--- src/rtl/ocs_pkg.sv ---
`timescale 1ns / 1ps

package ocs_pkg;

   localparam int AXES        = 6;
   localparam int RAW_W       = 16;
   localparam int FILT_W      = 26;
   localparam int OFF_W       = 25;
   localparam int WEIGHT_W    = 16;
   localparam int FRAC_SHIFT  = 16;
   localparam int SAMPLE_W    = RAW_W + 8;
   localparam int DIFF_W      = FILT_W;
   localparam int COEF_W      = WEIGHT_W + 2;
   localparam int ACC_W       = FILT_W + COEF_W;
   localparam int SHIFTED_W   = ACC_W - FRAC_SHIFT;

   localparam int CAL_SAMPLES = 1024;
   localparam int CAL_SHIFT   = $clog2(CAL_SAMPLES + 1) - 1;
   localparam int CNT_W       = $clog2(CAL_SAMPLES + 1);
   localparam int SUM_W       = FILT_W + $clog2(CAL_SAMPLES);

   localparam logic [WEIGHT_W-1:0] WEIGHT_RESET = 16'd49152;
   localparam logic [COEF_W-1:0]   WEIGHT_ONE   = COEF_W'(1 << FRAC_SHIFT);

   localparam logic signed [FILT_W-1:0] FILT_MAX = {1'b0, {(FILT_W-1){1'b1}}};
   localparam logic signed [FILT_W-1:0] FILT_MIN = {1'b1, {(FILT_W-1){1'b0}}};

   localparam int REQ_DATA_W = AXES * RAW_W;
   localparam int RSP_DATA_W = ((AXES * FILT_W + 7) / 8) * 8;

   typedef enum logic {
      PHASE_CAL,
      PHASE_RUN
   } phase_type;

   typedef struct packed {
      logic step;
      logic running;
   } cal_ctrl_type;

endpackage

--- src/rtl/ocs_axis_lane.sv ---
`timescale 1ns / 1ps

module ocs_axis_lane
   import ocs_pkg::*;
(
   input  logic                       clock,
   input  logic                       reset,
   input  cal_ctrl_type               ctrl_i,
   input  logic        [WEIGHT_W-1:0] weight_i,
   input  logic signed [RAW_W-1:0]    raw_i,
   output logic signed [FILT_W-1:0]   filt_o
);

   logic signed [FILT_W-1:0]    filt_ff, filt_in;
   logic signed [SUM_W-1:0]     sum_ff, sum_in;

   logic signed [SUM_W-1:0]     sum_shifted;
   logic signed [OFF_W-1:0]     offset;
   logic signed [SAMPLE_W-1:0]  sample;
   logic signed [DIFF_W-1:0]    diff;
   logic signed [COEF_W-1:0]    keep;
   logic signed [COEF_W-1:0]    gain;
   logic signed [ACC_W-1:0]     acc;
   logic signed [SHIFTED_W-1:0] shifted;

   always_comb begin
      // offset is the mean of the calibration sums; they freeze in run mode
      sum_shifted = sum_ff >>> CAL_SHIFT;
      offset      = ctrl_i.running ? sum_shifted[OFF_W-1:0] : '0;
      sample      = {raw_i, 8'h00};
      diff        = DIFF_W'(sample) - DIFF_W'(offset);
      keep        = signed'({2'b00, weight_i});
      gain        = signed'(WEIGHT_ONE - COEF_W'(weight_i));
      acc         = (ACC_W'(filt_ff) * ACC_W'(keep)) + (ACC_W'(diff) * ACC_W'(gain));
      shifted     = acc[ACC_W-1:FRAC_SHIFT];
      if (shifted > SHIFTED_W'(FILT_MAX)) begin
         filt_in = FILT_MAX;
      end else if (shifted < SHIFTED_W'(FILT_MIN)) begin
         filt_in = FILT_MIN;
      end else begin
         filt_in = shifted[FILT_W-1:0];
      end
      sum_in = sum_ff + SUM_W'(filt_in);
   end

   assign filt_o = filt_in;

   always_ff @(posedge clock) begin
      if (reset) begin
         filt_ff <= '0;
         sum_ff  <= '0;
      end else if (ctrl_i.step) begin
         filt_ff <= filt_in;
         if (!ctrl_i.running) begin
            sum_ff <= sum_in;
         end
      end
   end

   a_sum_frozen: assert property (@(posedge clock) disable iff (reset)
      ctrl_i.running |=> $stable(sum_ff))
      else $error("calibration sum moved in run mode");

   a_filt_hold: assert property (@(posedge clock) disable iff (reset)
      !ctrl_i.step |=> $stable(filt_ff))
      else $error("filter state changed without an item");

endmodule

--- config.mk ---
export PLATFORM = sky130hd
export DESIGN_NAME = ocs_axis_lane
export DESIGN_NICKNAME = d
export VERILOG_FILES = /design/src/rtl/ocs_pkg.sv /design/src/rtl/ocs_axis_lane.sv
export SDC_FILE = /design/constraint.sdc
export NUM_CORES = 2
export LEC_CHECK = 0
export BUFFER_PORTS_ARGS = -buffer_cell sky130_fd_sc_hd__buf_2
export CORE_MARGIN = 2
export CORE_UTILIZATION = 32
export CTS_CLUSTER_DIAMETER = 30
export DETAILED_ROUTE_END_ITERATION = 10
export PLACE_DENSITY = 0.56
export SYNTH_ARGS = -nofsm -noshare
export SYNTH_HDL_FRONTEND = slang
export SYNTH_SLANG_ARGS = --single-unit
--- constraint.sdc ---
create_clock -name clock -period 36 [get_ports clock]
set_clock_uncertainty 0.2 [all_clocks]
set_input_delay 7.2 -clock clock [delete_from_list [all_inputs] [get_ports clock]]
set_output_delay 7.2 -clock clock [all_outputs]
set_load 0.005 [all_outputs]
After elaboration in Yosys (flattened, before gate mapping):

Cells that the tools add are included.

* add/sub/neg operators: 4
* multipliers: 2
* $lt $le $gt $ge: 2
* mux-type cells: 3
* bitwise gates (word level): 1
* reduce and logical (&&, ||, !) cells: 1

Operators with widths (number)
* 26-bit two-way mux: 2
* 43-bit by 44-bit adder with 44-bit output: 1
* 26-bit by 18-bit multiplier with 44-bit output: 1
* 26-bit by 17-bit multiplier with 43-bit output: 1
* 36-bit by 26-bit adder with 36-bit output: 1
* 28-bit by 26-bit > comparator with 1-bit output, second input constant: 1
* 28-bit by 26-bit < comparator with 1-bit output, second input constant: 1
* 24-bit by 25-bit subtractor with 26-bit output: 1
* 25-bit two-way mux: 1
* 17-bit by 16-bit subtractor with 18-bit output, first input constant: 1
* 2-bit AND reduction: 1
* 1-bit NOT: 1

* bits in registers: 62
* bits of input ports: 36
* output and inout bits: 26
* word-level logic and storage cells: 15

Logic depth before layout (Yosys ltp):

* depth in word-level cells: 8
* gate-level depth with buffers: 57
* depth with buffers taken out: 49

Worst setup path before layout:

OpenSTA, ideal clock, no wires.

* path kind: input to output
* start point: input port ctrl_i[0] (netlist name)
* end point: output port filt_o[10]
* arrival time: 16.763 ns
* required time: 28.600 ns
* path slack: 11.837 ns
* cell stages on the path: 40
* path buffers: 7
* path through: buf_2 > clkbuf_1 > clkbuf_1 > nand2_1 > ha_1 > clkbuf_1 > a2111o_1 > o21ai_0 > a21oi_1 > o21ai_0 > nand2_2 > o41ai_2 > o221a_1 > buf_6 > clkbuf_1 > nand2_1 > fa_1 > fa_1 > [... 4 more ...] > inv_1 > fa_1 > fa_1 > fa_1 > inv_1 > fa_1 > inv_1 > ha_1 > and3_1 > a311oi_1 > o211ai_1 > o211ai_1 > nand2_1 > mux2i_1 > nor3_4 > buf_2 > a21oi_1 > inv_1

* longest elaborated chain between the ends: 7
* elaborated cells between the ends (all ways): 8
* classes of those cells: 2 x add/sub; 1 x mul; 2 x order compare; 3 x mux

Ends and longest elaborated chain
* start, declared: RTL line ocs_axis_lane.sv:8 `input cal_ctrl_type ctrl_i,`
* 25-bit two-way mux *: RTL line ocs_axis_lane.sv:29 `offset = ctrl_i.running ? sum_shifted[OFF_W-1:0] : '0;`
* 24-bit by 25-bit subtractor with 26-bit output *: RTL line ocs_axis_lane.sv:31 `diff = DIFF_W'(sample) - DIFF_W'(offset);`
* 26-bit by 18-bit multiplier with 44-bit output *: RTL line ocs_axis_lane.sv:34 `acc = (ACC_W'(filt_ff) * ACC_W'(keep)) + (ACC_W'(diff) * ACC_W'(gain));`
* 43-bit by 44-bit adder with 44-bit output *: RTL line ocs_axis_lane.sv:34
* 28-bit by 26-bit < comparator with 1-bit output: RTL line ocs_axis_lane.sv:38 `end else if (shifted < SHIFTED_W'(FILT_MIN)) begin`
* 26-bit two-way mux: RTL line ocs_axis_lane.sv:38
* 26-bit two-way mux *: RTL line ocs_axis_lane.sv:36 `if (shifted > SHIFTED_W'(FILT_MAX)) begin`
* end, declared: RTL line ocs_axis_lane.sv:11 `output logic signed [FILT_W-1:0] filt_o`

Every way passes the cells marked *; elsewhere a longest branch is shown, timed or not.

Worst setup path after layout:

* start point: input port ctrl_i[0] (netlist name)
* end point: output port filt_o[22]

The elaborated chain is that of the path after synthesis.

==> results.yml <==
outcome:
  outcome: "finished, final reports clean"
routing:
  drcViolationCount: 0
  drt_first_pass_iters: 5
  drt_wl_total_mm: 108
  post_drt_wl_per_cell_um: 19.4
  drt_iter0_drc: 1704
  viasPerCell: 4.75
  vias: 26500
  antenna_left: 0
cells_and_area:
  final_cells: 5585
  fill_cells: 11700
  area_growth_pct: 7.05
  layout_common_cells: "1072 x inv_1, 904 x fa_1, 588 x nand2_1"
  fin_util_pct: 34.5
  nNetsFinal: 5271
  final_common_cell: "inv_1"
  drive_above_1_share_pct: 4.30
die:
  io_pins: 62
  core-area_sq_um: 111000
  start_util_pct: 32.2
  dieArea_sq_um: 114000
  die_x_um: 338
  die_h_um: 338
  num_rows: 122
timing:
  relSlewSlack_pct: 9.16
  clock.fmax_ghz: 0.0377
  hold_viol_final: 0
  hold_slack_ns: 0.258
  finalCritPeriodShare_pct: 73.6
  min_period_ns: 26.51
  setup-tns-final_ns: 0
  worst_pin_slew_ns: 1.36
  rsz0062_at_grt: "false"
  finalMaxSlewViolations: 0
  setup_viol: 0
global_route:
  grt_pass1_vias: 28400
  grt_pass1_wl_mm: 170
  grt_max_degree: 62
  grt_use_total_pct: 19.7
  antenna_found_initial: 3
  overflow: 0
clock_tree:
  cts_resized: 0
  clk_path_buf_depth: 2
  clkLatencyLatePin_ns: 0.33
  cts_hold_buf: 0
  tritoncts: "done"
  root_buffer: "clkbuf_16"
  cts_made_buffers: 9
  cts.sinks: 61
  postCtsSetupBuffers: 0
  htreeDepth: 3
  path_clk_slew_ns: 0.05
synth:
  ys_seq_area_share_pct: 3.43
  yosysUniqueCellTypes: 63
  synthesis.nets: 5285
  postSynthCellCount: 4104
  yosys_most_used_dff: "dfxtp_1"
  ys_ff_latch: 61
  yosysWarningCount: 0
  synth_edf_count: 0
  synth_area_sq_um: 35600
  async_flop_share_pct: 0
  syn-mean-instance-area_sq_um: 8.67
setup_path:
  cpMaxStageDelayCell: "o21ai_2"
  cp-start-kind: "input port"
  worstPathMaxFanout: 36
  arrival_ns: 19.11
  crit_type: "input port to primary output"
  critPathRequiredTime_ns: 28.60
  worst_path_largest_cell_delay_ns: 0.79
  crit_path_frequent_cell: "fa_1"
  endpoint_kind: "primary output"
placed_design:
  placed_cells: 5567
  dp_hpwl_mm: 91.3
  place.gp.congestion: 0.935
  io_buffers: 61
min_path:
  hold_path_class: "flip-flop to flip-flop"
run:
  drv_cap: 0
-- through the flow --
step / setup slack, ns / instance area, sq um
2_1_floorplan: 11.84 / 35600
3_3_place_gp: 9.73 / 37800
3_5_place_dp: 9.63 / 37800
4_1_cts: 9.57 / 38100
5_1_grt: 8.72 / 38100
6_report: 9.49 / 38100
-- state kept, by name (all words and copies together), names as in the netlist --
signal and count:
sum_ff 35, filt_ff 26
-- synthesized netlist by cell type (47+ instances only) --
cell	n	share of area [%]
o21ai_0	60	0.84
and2_1	185	3.3
dfxtp_1	61	3.4
xnor2_1	93	2.3
xor2_1	47	1.2
nand2_1	588	6.2
inv_1	1072	11
fa_1	904	51
ha_1	241	8.5
clkbuf_1	133	1.4
nor2_1	284	3.0
a21oi_1	123	1.7
-- critical path: cells and delay by family --
family | cells | cell delay (ns)
xor gates and xnor gates | 2 | 0.81
AOI/OAI and AO/OA | 14 | 4.01
buffers and inverters | 6 | 1.03
adders and majority gates | 10 | 4.89
and+or+nand+nor | 4 | 1.11
-- routing by layer --
metal,global-route usage [%],routed length (um),vias up
li1,-,-,11900
met1,27.1,47200,13600
met2,31.6,49100,830
met3,4.01,8760,146
met4,5.36,3100,0
met5,0,0,-
-- cell families after synthesis --
logic type / count (synthesis) / share of synthesized area [%]
simple gates: 1190 / 14.8
buf+inv: 1229 / 13.0
compound gates: 336 / 5.92
flops: 61 / 3.43
mux: 2 / 0.0562
xor+xnor: 141 / 3.49
fa+ha+maj: 1145 / 59.3
-- final timing paths --
| kind | cells past startpoint | endpoint | start | slack (ns) |
|---|---|---|---|---|
| setup / recovery | 36 | filt_o[22] | ctrl_i[0] | 9.49 |
| hold / removal | 2 | sum_ff[7] | sum_ff[7] | 0.26 |
| setup reg to reg | 44 | sum_ff[31] | sum_ff[10] | 21.55 |
| hold reg to reg | 2 | sum_ff[7] | sum_ff[7] | 0.26 |
-- final cells by class --
| class | instances | area (sq um) | share of cell area [%] |
|---|---|---|---|
| clock inverters | 3 | 20.0 | 0.0525 |
| flip-flops and latches | 61 | 1220 | 3.20 |
| clock buffers | 12 | 267 | 0.699 |
| diodes | 3 | 7.51 | 0.0197 |
| inverters | 1073 | 4030 | 10.6 |
| well taps | 1488 | 1860 | 4.89 |
| multi-input cells | 2814 | 29900 | 78.4 |
| repair buffers | 131 | 831 | 2.18 |
Power is left out: the tool's default activity adds up to more than one toggle a clock period on the data nets, which glitch-free logic cannot reach.
