File: config.mk
export PLATFORM = sky130hd
export DESIGN_NAME = ocs_cal_ctrl
export DESIGN_NICKNAME = d
export VERILOG_FILES = /design/src/rtl/ocs_pkg.sv /design/src/rtl/ocs_cal_ctrl.sv
export SDC_FILE = /design/constraint.sdc
export NUM_CORES = 1
export LEC_CHECK = 0
export BUFFER_PORTS_ARGS = -buffer_cell sky130_fd_sc_hd__buf_2
export CAP_MARGIN = 10
export CORE_UTILIZATION = 50
export DETAILED_ROUTE_END_ITERATION = 8
export GPL_TIMING_DRIVEN = 0
export PLACE_DENSITY = 0.71
export SLEW_MARGIN = 20
export SYNTH_ARGS = -nofsm -noshare
export SYNTH_HDL_FRONTEND = slang
export SYNTH_SLANG_ARGS = --single-unit
File: constraint.sdc
create_clock -name clock -period 1.65 [get_ports clock]
set_clock_uncertainty 0.15 [all_clocks]
set_input_delay 0.33 -clock clock [delete_from_list [all_inputs] [get_ports clock]]
set_output_delay 0.33 -clock clock [all_outputs]
set_load 0.01 [all_outputs]
File: src/rtl/ocs_pkg.sv
`timescale 1ns / 1ps

package ocs_pkg;

   localparam int AXES        = 6;
   localparam int RAW_W       = 16;
   localparam int FILT_W      = 26;
   localparam int OFF_W       = 25;
   localparam int WEIGHT_W    = 16;
   localparam int FRAC_SHIFT  = 16;
   localparam int SAMPLE_W    = RAW_W + 8;
   localparam int DIFF_W      = FILT_W;
   localparam int COEF_W      = WEIGHT_W + 2;
   localparam int ACC_W       = FILT_W + COEF_W;
   localparam int SHIFTED_W   = ACC_W - FRAC_SHIFT;

   localparam int CAL_SAMPLES = 1024;
   localparam int CAL_SHIFT   = $clog2(CAL_SAMPLES + 1) - 1;
   localparam int CNT_W       = $clog2(CAL_SAMPLES + 1);
   localparam int SUM_W       = FILT_W + $clog2(CAL_SAMPLES);

   localparam logic [WEIGHT_W-1:0] WEIGHT_RESET = 16'd49152;
   localparam logic [COEF_W-1:0]   WEIGHT_ONE   = COEF_W'(1 << FRAC_SHIFT);

   localparam logic signed [FILT_W-1:0] FILT_MAX = {1'b0, {(FILT_W-1){1'b1}}};
   localparam logic signed [FILT_W-1:0] FILT_MIN = {1'b1, {(FILT_W-1){1'b0}}};

   localparam int REQ_DATA_W = AXES * RAW_W;
   localparam int RSP_DATA_W = ((AXES * FILT_W + 7) / 8) * 8;

   typedef enum logic {
      PHASE_CAL,
      PHASE_RUN
   } phase_type;

   typedef struct packed {
      logic step;
      logic running;
   } cal_ctrl_type;

endpackage

File: src/rtl/ocs_cal_ctrl.sv
`timescale 1ns / 1ps

module ocs_cal_ctrl
   import ocs_pkg::*;
(
   input  logic         clock,
   input  logic         reset,
   input  logic         step_i,
   output cal_ctrl_type ctrl_o
);

   phase_type          phase_ff, phase_in;
   logic [CNT_W-1:0]   count_ff, count_in;

   always_comb begin
      phase_in = phase_ff;
      count_in = count_ff;
      case (phase_ff)
         PHASE_CAL: begin
            if (step_i) begin
               count_in = count_ff + CNT_W'(1);
               if (count_in == CNT_W'(CAL_SAMPLES)) begin
                  phase_in = PHASE_RUN;
               end
            end
         end
         PHASE_RUN: begin
            phase_in = PHASE_RUN;
         end
         default: begin
            phase_in = PHASE_CAL;
         end
      endcase
   end

   always_comb begin
      ctrl_o.step    = step_i;
      ctrl_o.running = (phase_ff == PHASE_RUN);
   end

   always_ff @(posedge clock) begin
      if (reset) begin
         phase_ff <= PHASE_CAL;
         count_ff <= '0;
      end else begin
         phase_ff <= phase_in;
         count_ff <= count_in;
      end
   end

   // run mode is left only through reset
   a_run_sticky: assert property (@(posedge clock) disable iff (reset)
      (phase_ff == PHASE_RUN) |=> (phase_ff == PHASE_RUN))
      else $error("calibration phase re-entered without reset");

   a_count_bound: assert property (@(posedge clock) disable iff (reset)
      count_ff <= CNT_W'(CAL_SAMPLES))
      else $error("calibration count past sample total");

   a_run_full: assert property (@(posedge clock) disable iff (reset)
      (phase_ff == PHASE_RUN) |-> (count_ff == CNT_W'(CAL_SAMPLES)))
      else $error("run mode entered before calibration completed");

endmodule

* Yosys cells after proc, flatten, opt, wreduce, memory -nomap -nowiden
Index checks and enable logic that the tools add are counted.
** Storage, ports and cells
- Register bits :: 12
- Input port bits :: 3
- Logic and storage cells :: 9
** Cells by class
- Add/sub/neg operators :: 1
- Equal/unequal tests :: 1
- Muxes and demuxes :: 3
- Bitwise operators :: 1
- Reductions and logical operators :: 1
** Operators by type and width (number)
- adder 11 x 1 -> 11 bit, second input constant :: 1
- == test 11 bit, second input constant :: 1
- two-way mux 1 bit :: 2
- one-hot mux 1 bit (2 select lines) :: 1
- AND reduction 2 bit :: 1
- inverter 1 bit :: 1

* Longest topological paths before layout
Gate-level depths: netlist of run 1.
- Depth in word-level cells :: 5
- Gate-level depth with buffers :: 5
- Mapped depth without buffers :: 5

* Least setup slack after synthesis of run 1
Ideal clock, no wire load.
- Kind :: flip-flop to flip-flop
- From :: register count_ff[4]
- To :: register phase_ff
- Data arrival time :: 1.322 ns
- Slack :: 0.091 ns
- Cell stages (with the launch flop) :: 6
- Buffers on the path :: 1
- Clock period less this slack :: 1.559 ns
- Cells stage by stage :: dfxtp_1 > and4_1 > buf_6 > a311o_1 > a31o_1 > a221oi_2
** Between the ends
- Cells in the longest elaborated chain, start to end :: 5
** Ends and longest elaborated chain
- start, declared :: line ocs_cal_ctrl.sv:13 : logic [CNT_W-1:0] count_ff, count_in;
- start signal, assigned :: line ocs_cal_ctrl.sv:47 : count_ff <= count_in;
- adder 11 x 1 -> 11 bit :: line ocs_cal_ctrl.sv:21 : count_in = count_ff + CNT_W'(1);
- == test 11 bit :: line ocs_cal_ctrl.sv:22 : if (count_in == CNT_W'(CAL_SAMPLES)) begin
- two-way mux 1 bit :: line ocs_cal_ctrl.sv:22
- two-way mux 1 bit :: line ocs_cal_ctrl.sv:20 : if (step_i) begin
- one-hot mux 1 bit (2 select lines) :: line ocs_cal_ctrl.sv:18 : case (phase_ff)
- end signal, assigned :: line ocs_cal_ctrl.sv:46 : phase_ff <= phase_in;
- end, declared :: line ocs_cal_ctrl.sv:12 : phase_type phase_ff, phase_in;
Every way passes these cells.
A chain may end at the register's enable or synchronous reset.

* Worst setup path in the final report of run 1
Same ends and word-level chain as after synthesis.

==> impl_summary.md, run 1 <==
GRT
The overall fraction of global-route tracks in use is a little over a fifth. The first global-routing pass estimated 2090 um of wire. The via count of the first global-routing pass is 470. Summed over all layers, the global routing overflow is 0. The number of antenna violations at the first check in global routing was 0. Entering global routing, the biggest net connects 11 pins.

Drt
The routed via count is 548. The routed design has 1220 um of wire. The vias per cell is 5.48. The routed wirelength normalized by instance count is 12.2 um. The first detailed-routing pass ran for 4 iterations. The number of violations reported at the end of detailed-routing iteration 0 is 5. In the routed design, unresolved DRC markers number 0. The detail route stage leaves a number of antenna-violating nets equal to 0.

Logic synthesis
The main combinational cell family by area after synthesis is simple AND/OR/NAND/NOR gates. Synthesis handed over a netlist of 75 instances. The synthesized netlist devotes around a tenth of its cell area to compound gates. Summing the areas of all xor and xnor instances in the mapped netlist gives 14.5% of the synthesized area. The mean cell area of the mapped netlist is 8.86 um^2. The number of warnings printed during yosys synthesis is 0. The synthesized design devotes to its leading area cell type 36.2% of total area. Yosys attributes the largest share of cell area to dfxtp_1, xor2_1, nor2_1.

When the netlist entered floorplanning its net count stood at 79. After Yosys synthesis, and, or, nand and nor cells account for 30.3% of the synthesized area. The cell type contributing the most total cell area after synthesis is dfxtp_1. The synthesized-area fraction occupied by adder cells is under 10%. The share of the yosys chip area belonging to registers is between 30 and 40%.

After synthesis the netlist holds a flip-flop and latch count of 12. The area of the mapped netlist is ~660 um^2. The number of distinct library cell variants in the gate-level netlist after synthesis is 27. The portion of synthesized area spent on multiplexers is 1.51%.

Floorplanning
For this configuration, the core starts out at a cell density of 56.7%. 5 I/O pins were placed. The total area inside the core boundary comes to 1170 um^2. The overall die area is 1480 um^2. In this run the core area contains 12 standard-cell rows.

The die is around 38 um wide. The die is 38.5 um tall.

Cells and area
The number of antenna diodes in the final layout is 0. The library cell used most frequently in the layout, excluding fill and tap cells, is nor2_1. The share of post-route cells with drive strength above 1 is roughly a quarter. The top cell types in the final layout, fill and taps aside, are nor2_1, xor2_1, dfxtp_1. The post-layout instance area is between 700 and 800 um^2. At the end of the flow, the number of nets in the layout was 91. The area added between synthesis and finish is 16.2%.

Worst setup path
The startpoint identified for the worst register-to-register timing path is count_ff[4]$_SDFFE_PP0P_. Counting cells, the worst reg-to-reg path comes to 5. The startpoint-to-endpoint class of the critical path is reg2reg.

STA puts the critical path data required time at around 1.7 ns. The slack of the worst reg-to-reg path is about 0.063 ns. Following the worst setup path forward leads to its endpoint at phase_ff$_SDFF_PP0_. The reg-to-reg endpoint is phase_ff$_SDFF_PP0_. The arrival time at the worst endpoint is 1.64 ns. The critical path startpoint category is a flip-flop. In this run the worst path has a maximum fanout of 9. In this run the worst setup path begins at count_ff[4]$_SDFFE_PP0P_. The sort of element at the end of the critical path is a flip-flop.

Timing
For the final routed database, the setup TNS stands at 0 ns. The worst path uses between 90 and 100% of the clock period. The max-slew violation total from the final report came to 0.

The time the final worst path needs with I/O delays and setup is 1.59 ns. Setup violations remaining at the end of the flow were counted as 0. Static timing analysis puts the maximum clock frequency at 0.630 GHz. Measured against its own limit, the worst slew margin works out to 70.1%. The hold violation count in the final report was 0.

The worst-margin pin slew is 0.448 ns. Setup repair after global routing left no endpoint under its margin.

Min path
The worst hold path belongs to the class in2reg.

Clocking
The deepest level of the CTS H-tree is 1. TritonCTS created 3 clock buffers. The clock sink total is 12. Hold repair after CTS inserted 0 buffers.

The maximum clock path buffer count is 2. The TritonCTS clock tree is built. The post-CTS clock slew at the launch and capture registers of the worst setup and hold paths is 0.08 ns.

The cell chosen for the clock root is clkbuf_4. The insertion delay to the later sink of the worst-skew pair is 0.28 ns.

Pwr
The static power due to leakage is ~0.00030 uW. The final total power is 573 uW. IR analysis of the VDD net gives a maximum drop of 502 uV. The power density over cell area is 742 nW/um^2.

Place
Summing all placed instances gives a cell area of ~700 um^2. The detailed placement HPWL is roughly 850 um. At the end of routability-driven placement, the weighted congestion stood at 0.866. In this run the tool buffered the top-level ports with 4 buffer cells.

Run status
The run finished with clean final reports.

Run
The total of max-cap violations is 0.
## kinds of logic after synthesis
family	count (synthesis)
compound gates	7
xor+xnor	11
fa+ha+maj	1
buf+inv	7
flops	12
mux	1
simple gates	36
## Yosys cell counts
| cell | instances |
|---|---|
| and4_2 | 1 |
| xnor2_1 | 1 |
| dfxtp_1 | 12 |
| ha_1 | 1 |
| a31o_1 | 1 |
| nor4_1 | 1 |
| nand3_1 | 2 |
| o2111ai_1 | 1 |
| a311o_1 | 1 |
| nor2_1 | 14 |
| and4_1 | 2 |
| nor2b_1 | 1 |
| inv_1 | 1 |
| a31oi_1 | 2 |
| a22oi_1 | 1 |
| or3b_1 | 1 |
| buf_6 | 1 |
| clkbuf_1 | 3 |
| buf_4 | 2 |
| nand2_1 | 2 |
| xor2_1 | 10 |
| a221oi_2 | 1 |
| and2_1 | 3 |
| mux2i_1 | 1 |
| nand2_2 | 1 |
| and4b_1 | 2 |
| nand4_1 | 6 |
## worst min-delay path by stage
stage	endpoint	startpoint	slack (ns)	depth (start not counted)
2_1_floorplan	count_ff[8]$_SDFFE_PP0P_	reset	0.25	1
3_3_place_gp	count_ff[8]$_SDFFE_PP0P_	reset	0.37	2
3_5_place_dp	count_ff[8]$_SDFFE_PP0P_	reset	0.38	2
4_1_cts	count_ff[8]$_SDFFE_PP0P_	reset	0.07	2
5_1_grt	count_ff[8]$_SDFFE_PP0P_	reset	0.08	2
6_report	count_ff[8]$_SDFFE_PP0P_	reset	0.07	2
## state kept, by name, indices dropped and copies added (netlist names)
name      cells
count_ff     11
phase_ff      1
## critical path: stages (launching register included)
cell      delay (ns)
dfxtp_4         0.35
and4_1          0.19
buf_6           0.14
a311o_1         0.34
a31o_1          0.19
a221oi_2        0.16
## per-layer routing
layer	vias to the layer above	global-route usage (%)	wire (um)
met2	7	30.1	509
li1	289	-	-
met3	5	5.23	32
met4	0	12.9	32
met1	247	28.9	649
met5	-	0	0
## repair_timing
item / in CTS / in global routing
buffers inserted: 0 / 3
resized for setup: 0 / 7
endpoints found under the hold margin: 0 / 0
endpoints found under the setup margin: 0 / 1
## through the flow
stage	setup slack (ns)	util, %	hold WS, ns	cells
3_3_place_gp	0.0370	59.9	0.372	93
4_1_cts	0.00160	63.0	0.0737	97
3_5_place_dp	0.0136	59.9	0.377	93
5_1_grt	0.00136	65.9	0.0796	100
2_1_floorplan	0.0914	-	0.252	75
6_report	0.0633	65.9	0.0684	100
## cell type report
| cell class | count | area [um^2] |
|---|---|---|
| multi-input combinational | 56 | 385 |
| clock buffer | 4 | 36.3 |
| buffer | 6 | 37.5 |
| inverter | 1 | 3.75 |
| fill | 96 | 399 |
| sequential | 12 | 249 |
| timing repair buffer | 7 | 42.5 |
| tap | 14 | 17.5 |
## report_power, final
| part | total, uW | switching (uW) | internal (uW) |
|---|---|---|---|
| clock | 239 | 104 | 134 |
| combinational | 34.6 | 19.0 | 15.5 |
| sequential | 299 | 6.35 | 293 |
| total | 573 | 130 | 443 |
No activity file was read; power rests on OpenSTA's default activity.
==> inputs of run 2 (changes only) <==
Settings changed: RECOVER_POWER set to 100.
==> impl_summary.md, run 2 (synthesis results as in run 1) <==
Timing
The setup TNS is 0 ns (unchanged). Setup repair after global routing missed its margin: false (unchanged). The max-slew violation total from the final report came to 0 (unchanged).

The worst-margin pin slew is 0.448 ns (about the same). The hold violation count in the final report is 0 (unchanged). The final-layout worst hold slack came to 0.0686 ns (was 0.0684 ns). The achievable frequency is 0.630 GHz (about the same). The time the final worst path needs with I/O delays and setup is 1.59 ns (about the same). The share of the clock period used by the worst path came to 96.2% (about the same). The final-report setup violation count came to 0 (unchanged).

The worst slew margin relative to its limit is 70.1% (about the same).

Cells and area
The register area is 249 um^2 (unchanged). The core occupancy in the finished layout is 65.8% (was 65.9%). The number of inserted diodes was 0 (unchanged). Highest-count cells in the layout ignoring fill and taps: nor2_1, xor2_1, dfxtp_1 (unchanged).

The share of post-route cells with drive strength above 1 is 25.6% (was 26.7%). The area added between synthesis and finish is 16.0% (was 16.2%). Largest registers in the final layout: count_ff: 11 flops, phase_ff: 1 flops (unchanged). The most frequent standard cell in the layout excluding fill and tap cells is nor2_1 (unchanged). The register containing the most flip-flops in the final layout is count_ff (unchanged). The final layout net count is 91 (unchanged). The count of fill cells added during filler insertion came to 97 (was 96). The number of flip-flops under the largest register name came to 11 (unchanged). The total area of multi-input combinational cells is 385 um^2 (unchanged).

Worst setup path
The slack of the worst reg-to-reg path is 0.06 ns (about the same). The worst reg-to-reg path cell count is 5 (unchanged). The critical path startpoint category is a flip-flop (unchanged). The top fanout value on the critical path came to 9 (unchanged). The required time of the critical path came to 1.70 ns (about the same).

The arrival time at the worst endpoint is 1.64 ns (about the same). The critical path's top delay family is compound AO/OA/AOI/OAI gates (unchanged). Cell Chain, Critical Path: and4_1 > buf_6 > a311o_1 > a31o_1 > a221oi_2 (unchanged). The startpoint-to-endpoint class of the critical path was reg2reg (unchanged). The maximum cell stage delay along the critical path is 0.35 ns (about the same).

The cell type of the slowest stage on the worst timing path is dfxtp_4 (unchanged). The reg-to-reg endpoint is phase_ff$_SDFF_PP0_ (unchanged). The critical path buffer and inverter count is 1 (unchanged). The launch point of the worst reg-to-reg path is count_ff[4]$_SDFFE_PP0P_ (unchanged). The sort of element at the end of the critical path is a flip-flop (unchanged).

Pwr
The power density over cell area is 742 nW/um^2 (about the same). The final total power is 572 uW (was 573 uW). The worst-case vdd ir drop is 502 uV (about the same).

The static power due to leakage came to 0.000297 uW (was 0.000300 uW).

Drt
The first-pass iteration count of the detailed router is 4 (unchanged). The remaining number of nets flagged by the antenna check after routing is 0 (unchanged). The number of violations reported at the end of detailed-routing iteration 0 is 4 (was 5). The routed wirelength normalized by instance count is 12.3 um (was 12.2 um). The remaining routing DRC violations is 0 (unchanged). The wire length reported by the detailed router was 1230 um (was 1220 um). The routed via count is 547 (was 548). The vias per cell is 5.47 (was 5.48).

Floorplanning
The die boundary width is 38.5 um (unchanged). The area inside the core boundary is 1170 um^2 (unchanged). The vertical die dimension is 38.5 um (unchanged). The overall die area is 1480 um^2 (unchanged). The initial standard-cell utilization of the core is 56.7% (unchanged).

The placement row count came to 12 (unchanged). The top-level port count is 5 (unchanged).

GRT
The total congestion overflow after global routing is 0 (unchanged). The maximum number of pins on one net before global-route repair is 11 (unchanged). The number of antenna violations at the first check in global routing is 0 (unchanged).

The overall fraction of global-route tracks in use is 21.4% (unchanged). The via count of the first global-routing pass came to 470 (unchanged). The first-pass GRT wire length is 2090 um (unchanged).

Clocking
The insertion delay to the later sink of the worst-skew pair is 0.28 ns (about the same). The total clock buffers created by CTS is 3 (unchanged). The count of hold-fix buffers inserted at cts is 0 (unchanged). The TritonCTS clock tree is built (unchanged). The cell chosen for the clock root is clkbuf_4 (unchanged). The post-CTS clock slew at the launch and capture registers of the worst setup and hold paths is 0.08 ns (about the same). The deepest level of the CTS H-tree was 1 (unchanged). The clock sink total is 12 (unchanged). The maximum clock path buffer count came to 2 (unchanged).

Min path
The path type of the worst min-delay path is in2reg (unchanged). The number of instances on the worst hold path is 2 (unchanged). The launch instance of the worst min-delay path was reset (unchanged). The end point of the worst hold path is count_ff[8]$_SDFFE_PP0P_ (unchanged).

Place
The number of I/O port buffers is 4 (unchanged). The final weighted congestion of routability-driven global placement is 0.866 (unchanged). The detailed placement HPWL is 854 um (unchanged).

Run status
Status: complete, no violations (unchanged).

Run
The total of max-cap violations is 0 (unchanged).
run 2: cell count changes in the layout (fill, tap and decap cells not counted), sizes merged:
cell / delta
buf: -2
clkbuf: +2
run 2: worst max-delay path by stage:
stage                                        start                   to  slack, ns  depth (start not counted)
final                     count_ff[4]$_SDFFE_PP0P_  phase_ff$_SDFF_PP0_       0.06                          5
after global routing      count_ff[9]$_SDFFE_PP0P_  phase_ff$_SDFF_PP0_      0.001                          4
after floorplan           count_ff[4]$_SDFFE_PP0P_  phase_ff$_SDFF_PP0_       0.09                          5
after detailed placement  count_ff[2]$_SDFFE_PP0P_  phase_ff$_SDFF_PP0_       0.01                          5
after global placement    count_ff[2]$_SDFFE_PP0P_  phase_ff$_SDFF_PP0_       0.04                          5
after CTS                 count_ff[2]$_SDFFE_PP0P_  phase_ff$_SDFF_PP0_      0.002                          5
run 2: cell type report:
cell class,instances,share of cell area [%]
inverter,1,0.487
multi-input combinational,56,50.0
sequential,12,32.3
clock buffer,4,4.71
buffer,6,4.87
timing repair buffer,7,5.36
tap,14,2.27
run 2: repair_timing:
| item | CTS | global route |
|---|---|---|
| gates resized for setup | 0 | 7 |
| endpoints found under the setup margin | 0 | 1 |
| setup buffers | 0 | 3 |
run 2: routing by layer:
layer | global-route usage [%] | part of all wire, %
met1 | 28.9 | 53
met2 | 30.1 | 41
met5 | 0 | 0
met3 | 5.23 | 2.6
met4 | 12.9 | 2.6
run 2: stage by stage:
step	area, um^2	setup WS, ns	cells
2_1_floorplan	664	0.0914	75
3_3_place_gp	702	0.0370	93
3_5_place_dp	702	0.0136	93
4_1_cts	738	0.00160	97
5_1_grt	771	0.00136	100
6_report	771	0.0632	100
run 2: power by group:
group	total [uW]	internal, uW	leakage, uW	switching, uW
Sequential	299	293	0.0000999	6.34
Clock	239	134	0.0000210	104
Combinational	34.3	15.2	0.000176	19.1
Total	572	442	0.000297	130
==> inputs of run 3 (changes only) <==
Settings changed: RECOVER_POWER 100 to 50.
==> impl_summary.md, run 3 (synthesis results as in run 1) <==
Cells and area
The core occupancy in the finished layout is 65.8% (unchanged). The most frequent standard cell in the layout excluding fill and tap cells is nor2_1 (unchanged). Highest-count cells in the layout ignoring fill and taps: nor2_1, xor2_1, dfxtp_1 (unchanged).

The share of post-route cells with drive strength above 1 is 25.6% (unchanged). The number of flip-flops under the largest register name was 11 (unchanged). The area added between synthesis and finish is 16.0% (unchanged). The register containing the most flip-flops in the final layout is count_ff (unchanged). The final layout net count was 91 (unchanged). Largest registers in the final layout: count_ff: 11 flops, phase_ff: 1 flops (unchanged). The number of inserted diodes is 0 (unchanged).

Drt
The remaining number of nets flagged by the antenna check after routing is 0 (unchanged). The routed via count was 547 (unchanged). The wire length reported by the detailed router is 1230 um (about the same). The routed wirelength normalized by instance count is 12.3 um (about the same). The remaining routing DRC violations is 0 (unchanged). The first-pass iteration count of the detailed router came to 4 (unchanged). The vias per cell is 5.47 (unchanged).

The number of violations reported at the end of detailed-routing iteration 0 was 4 (unchanged).

GRT
The total congestion overflow after global routing is 0 (unchanged). The overall fraction of global-route tracks in use was 21.4% (unchanged). The maximum number of pins on one net before global-route repair is 11 (unchanged).

The first-pass GRT wire length is 2090 um (unchanged). The number of antenna violations at the first check in global routing came to 0 (unchanged). The via count of the first global-routing pass is 470 (unchanged).

Place
The final weighted congestion of routability-driven global placement came to 0.866 (unchanged). The detailed placement HPWL is 854 um (unchanged). The number of I/O port buffers is 4 (unchanged).

Pwr
The worst-case vdd ir drop is 502 uV (unchanged). The power density over cell area is 742 nW/um^2 (unchanged). The static power due to leakage is 0.000297 uW (about the same).

Clocking
The clock sink total is 12 (unchanged). The post-CTS clock slew at the launch and capture registers of the worst setup and hold paths is 0.08 ns (about the same). The deepest level of the CTS H-tree is 1 (unchanged).

The insertion delay to the later sink of the worst-skew pair was 0.28 ns (about the same). The maximum clock path buffer count is 2 (unchanged). The count of hold-fix buffers inserted at cts was 0 (unchanged). The cell chosen for the clock root is clkbuf_4 (unchanged). The TritonCTS clock tree is built (unchanged). The total clock buffers created by CTS came to 3 (unchanged).

Min path
The path type of the worst min-delay path was in2reg (unchanged). The launch instance of the worst min-delay path is reset (unchanged). The number of instances on the worst hold path is 2 (unchanged). The end point of the worst hold path is count_ff[8]$_SDFFE_PP0P_ (unchanged).

Timing
The setup TNS is 0 ns (unchanged). The time the final worst path needs with I/O delays and setup was 1.59 ns (about the same). Setup repair after global routing missed its margin: false (unchanged).

The final-layout worst hold slack is 0.0686 ns (unchanged). The achievable frequency is 0.630 GHz (about the same). The max-slew violation total from the final report is 0 (unchanged). The worst slew margin relative to its limit is 70.1% (unchanged). The worst-margin pin slew was 0.448 ns (unchanged). The share of the clock period used by the worst path is 96.2% (about the same). The final-report setup violation count was 0 (unchanged). The hold violation count in the final report is 0 (unchanged).

Worst setup path
The critical path's top delay family is compound AO/OA/AOI/OAI gates (unchanged). The cell type of the slowest stage on the worst timing path is dfxtp_4 (unchanged). Cell Chain, Critical Path: and4_1 > buf_6 > a311o_1 > a31o_1 > a221oi_2 (unchanged). The slack of the worst reg-to-reg path is 0.06 ns (about the same). The startpoint-to-endpoint class of the critical path is reg2reg (unchanged). The critical path startpoint category is a flip-flop (unchanged).

The maximum cell stage delay along the critical path is 0.35 ns (about the same). The sort of element at the end of the critical path is a flip-flop (unchanged). The arrival time at the worst endpoint is 1.64 ns (about the same). The reg-to-reg endpoint is phase_ff$_SDFF_PP0_ (unchanged). The top fanout value on the critical path is 9 (unchanged). The worst reg-to-reg path cell count came to 5 (unchanged). The required time of the critical path is 1.70 ns (about the same). The launch point of the worst reg-to-reg path is count_ff[4]$_SDFFE_PP0P_ (unchanged). The critical path buffer and inverter count is 1 (unchanged).

Floorplanning
The overall die area is 1480 um^2 (unchanged). The die boundary width is 38.5 um (unchanged). The placement row count is 12 (unchanged). The vertical die dimension is 38.5 um (unchanged). The top-level port count is 5 (unchanged). The initial standard-cell utilization of the core is 56.7% (unchanged). The area inside the core boundary came to 1170 um^2 (unchanged).

Run
The total of max-cap violations was 0 (unchanged).

Run status
Status: complete, no violations (unchanged).
==> run 3: how the worst max path moves through the flow <==
stage,start,end,slack [ns],depth (start not counted)
4_1_cts,count_ff[2]$_SDFFE_PP0P_,phase_ff$_SDFF_PP0_,0.002,5
2_1_floorplan,count_ff[4]$_SDFFE_PP0P_,phase_ff$_SDFF_PP0_,0.09,5
3_3_place_gp,count_ff[2]$_SDFFE_PP0P_,phase_ff$_SDFF_PP0_,0.04,5
3_5_place_dp,count_ff[2]$_SDFFE_PP0P_,phase_ff$_SDFF_PP0_,0.01,5
6_report,count_ff[4]$_SDFFE_PP0P_,phase_ff$_SDFF_PP0_,0.06,5
5_1_grt,count_ff[9]$_SDFFE_PP0P_,phase_ff$_SDFF_PP0_,0.001,4
==> run 3: power breakdown <==
| part | internal (uW) | switching (uW) |
|---|---|---|
| Combinational | 15.2 | 19.1 |
| Clock | 134 | 104 |
| Sequential | 293 | 6.34 |
| Total | 442 | 130 |
==> run 3: through the flow <==
| stage | area, um^2 | instances | total power [uW] | worst slack, ns |
|---|---|---|---|---|
| finish | 771 | 100 | 572 | 0.0632 |
| global route | 771 | 100 | 596 | 0.00136 |
| CTS | 738 | 97 | 580 | 0.00160 |
| detailed placement | 702 | 93 | 342 | 0.0136 |
| global placement | 702 | 93 | 340 | 0.0370 |
| floorplan | 664 | 75 | 330 | 0.0914 |
==> run 3: cell type report <==
cell class	instances	area, um^2
Fill cell	97	400
Inverter	1	3.75
Sequential cell	12	249
Multi-Input combinational cell	56	385
Clock buffer	4	36.3
Tap cell	14	17.5
Timing Repair Buffer	7	41.3
Buffer	6	37.5
==> run 3: metal layers <==
layer,up-vias,part of all wire [%],track usage [%]
met1,246,53,28.9
li1,289,-,-
met4,0,2.6,12.9
met5,-,0,0
met3,5,2.6,5.23
met2,7,41,30.1
==> run 3: worst reg2reg max path, delay by kind of cell (launching register included) <==
kind,cells,cell delay [ns]
flops,1,0.35
buf+inv,1,0.14
simple gates,1,0.19
compound gates,3,0.69
==> run 3: timing repair <==
action,in CTS,in global routing
buffers inserted,0,3
gates resized for setup,0,7
endpoints found under the setup margin,0,1
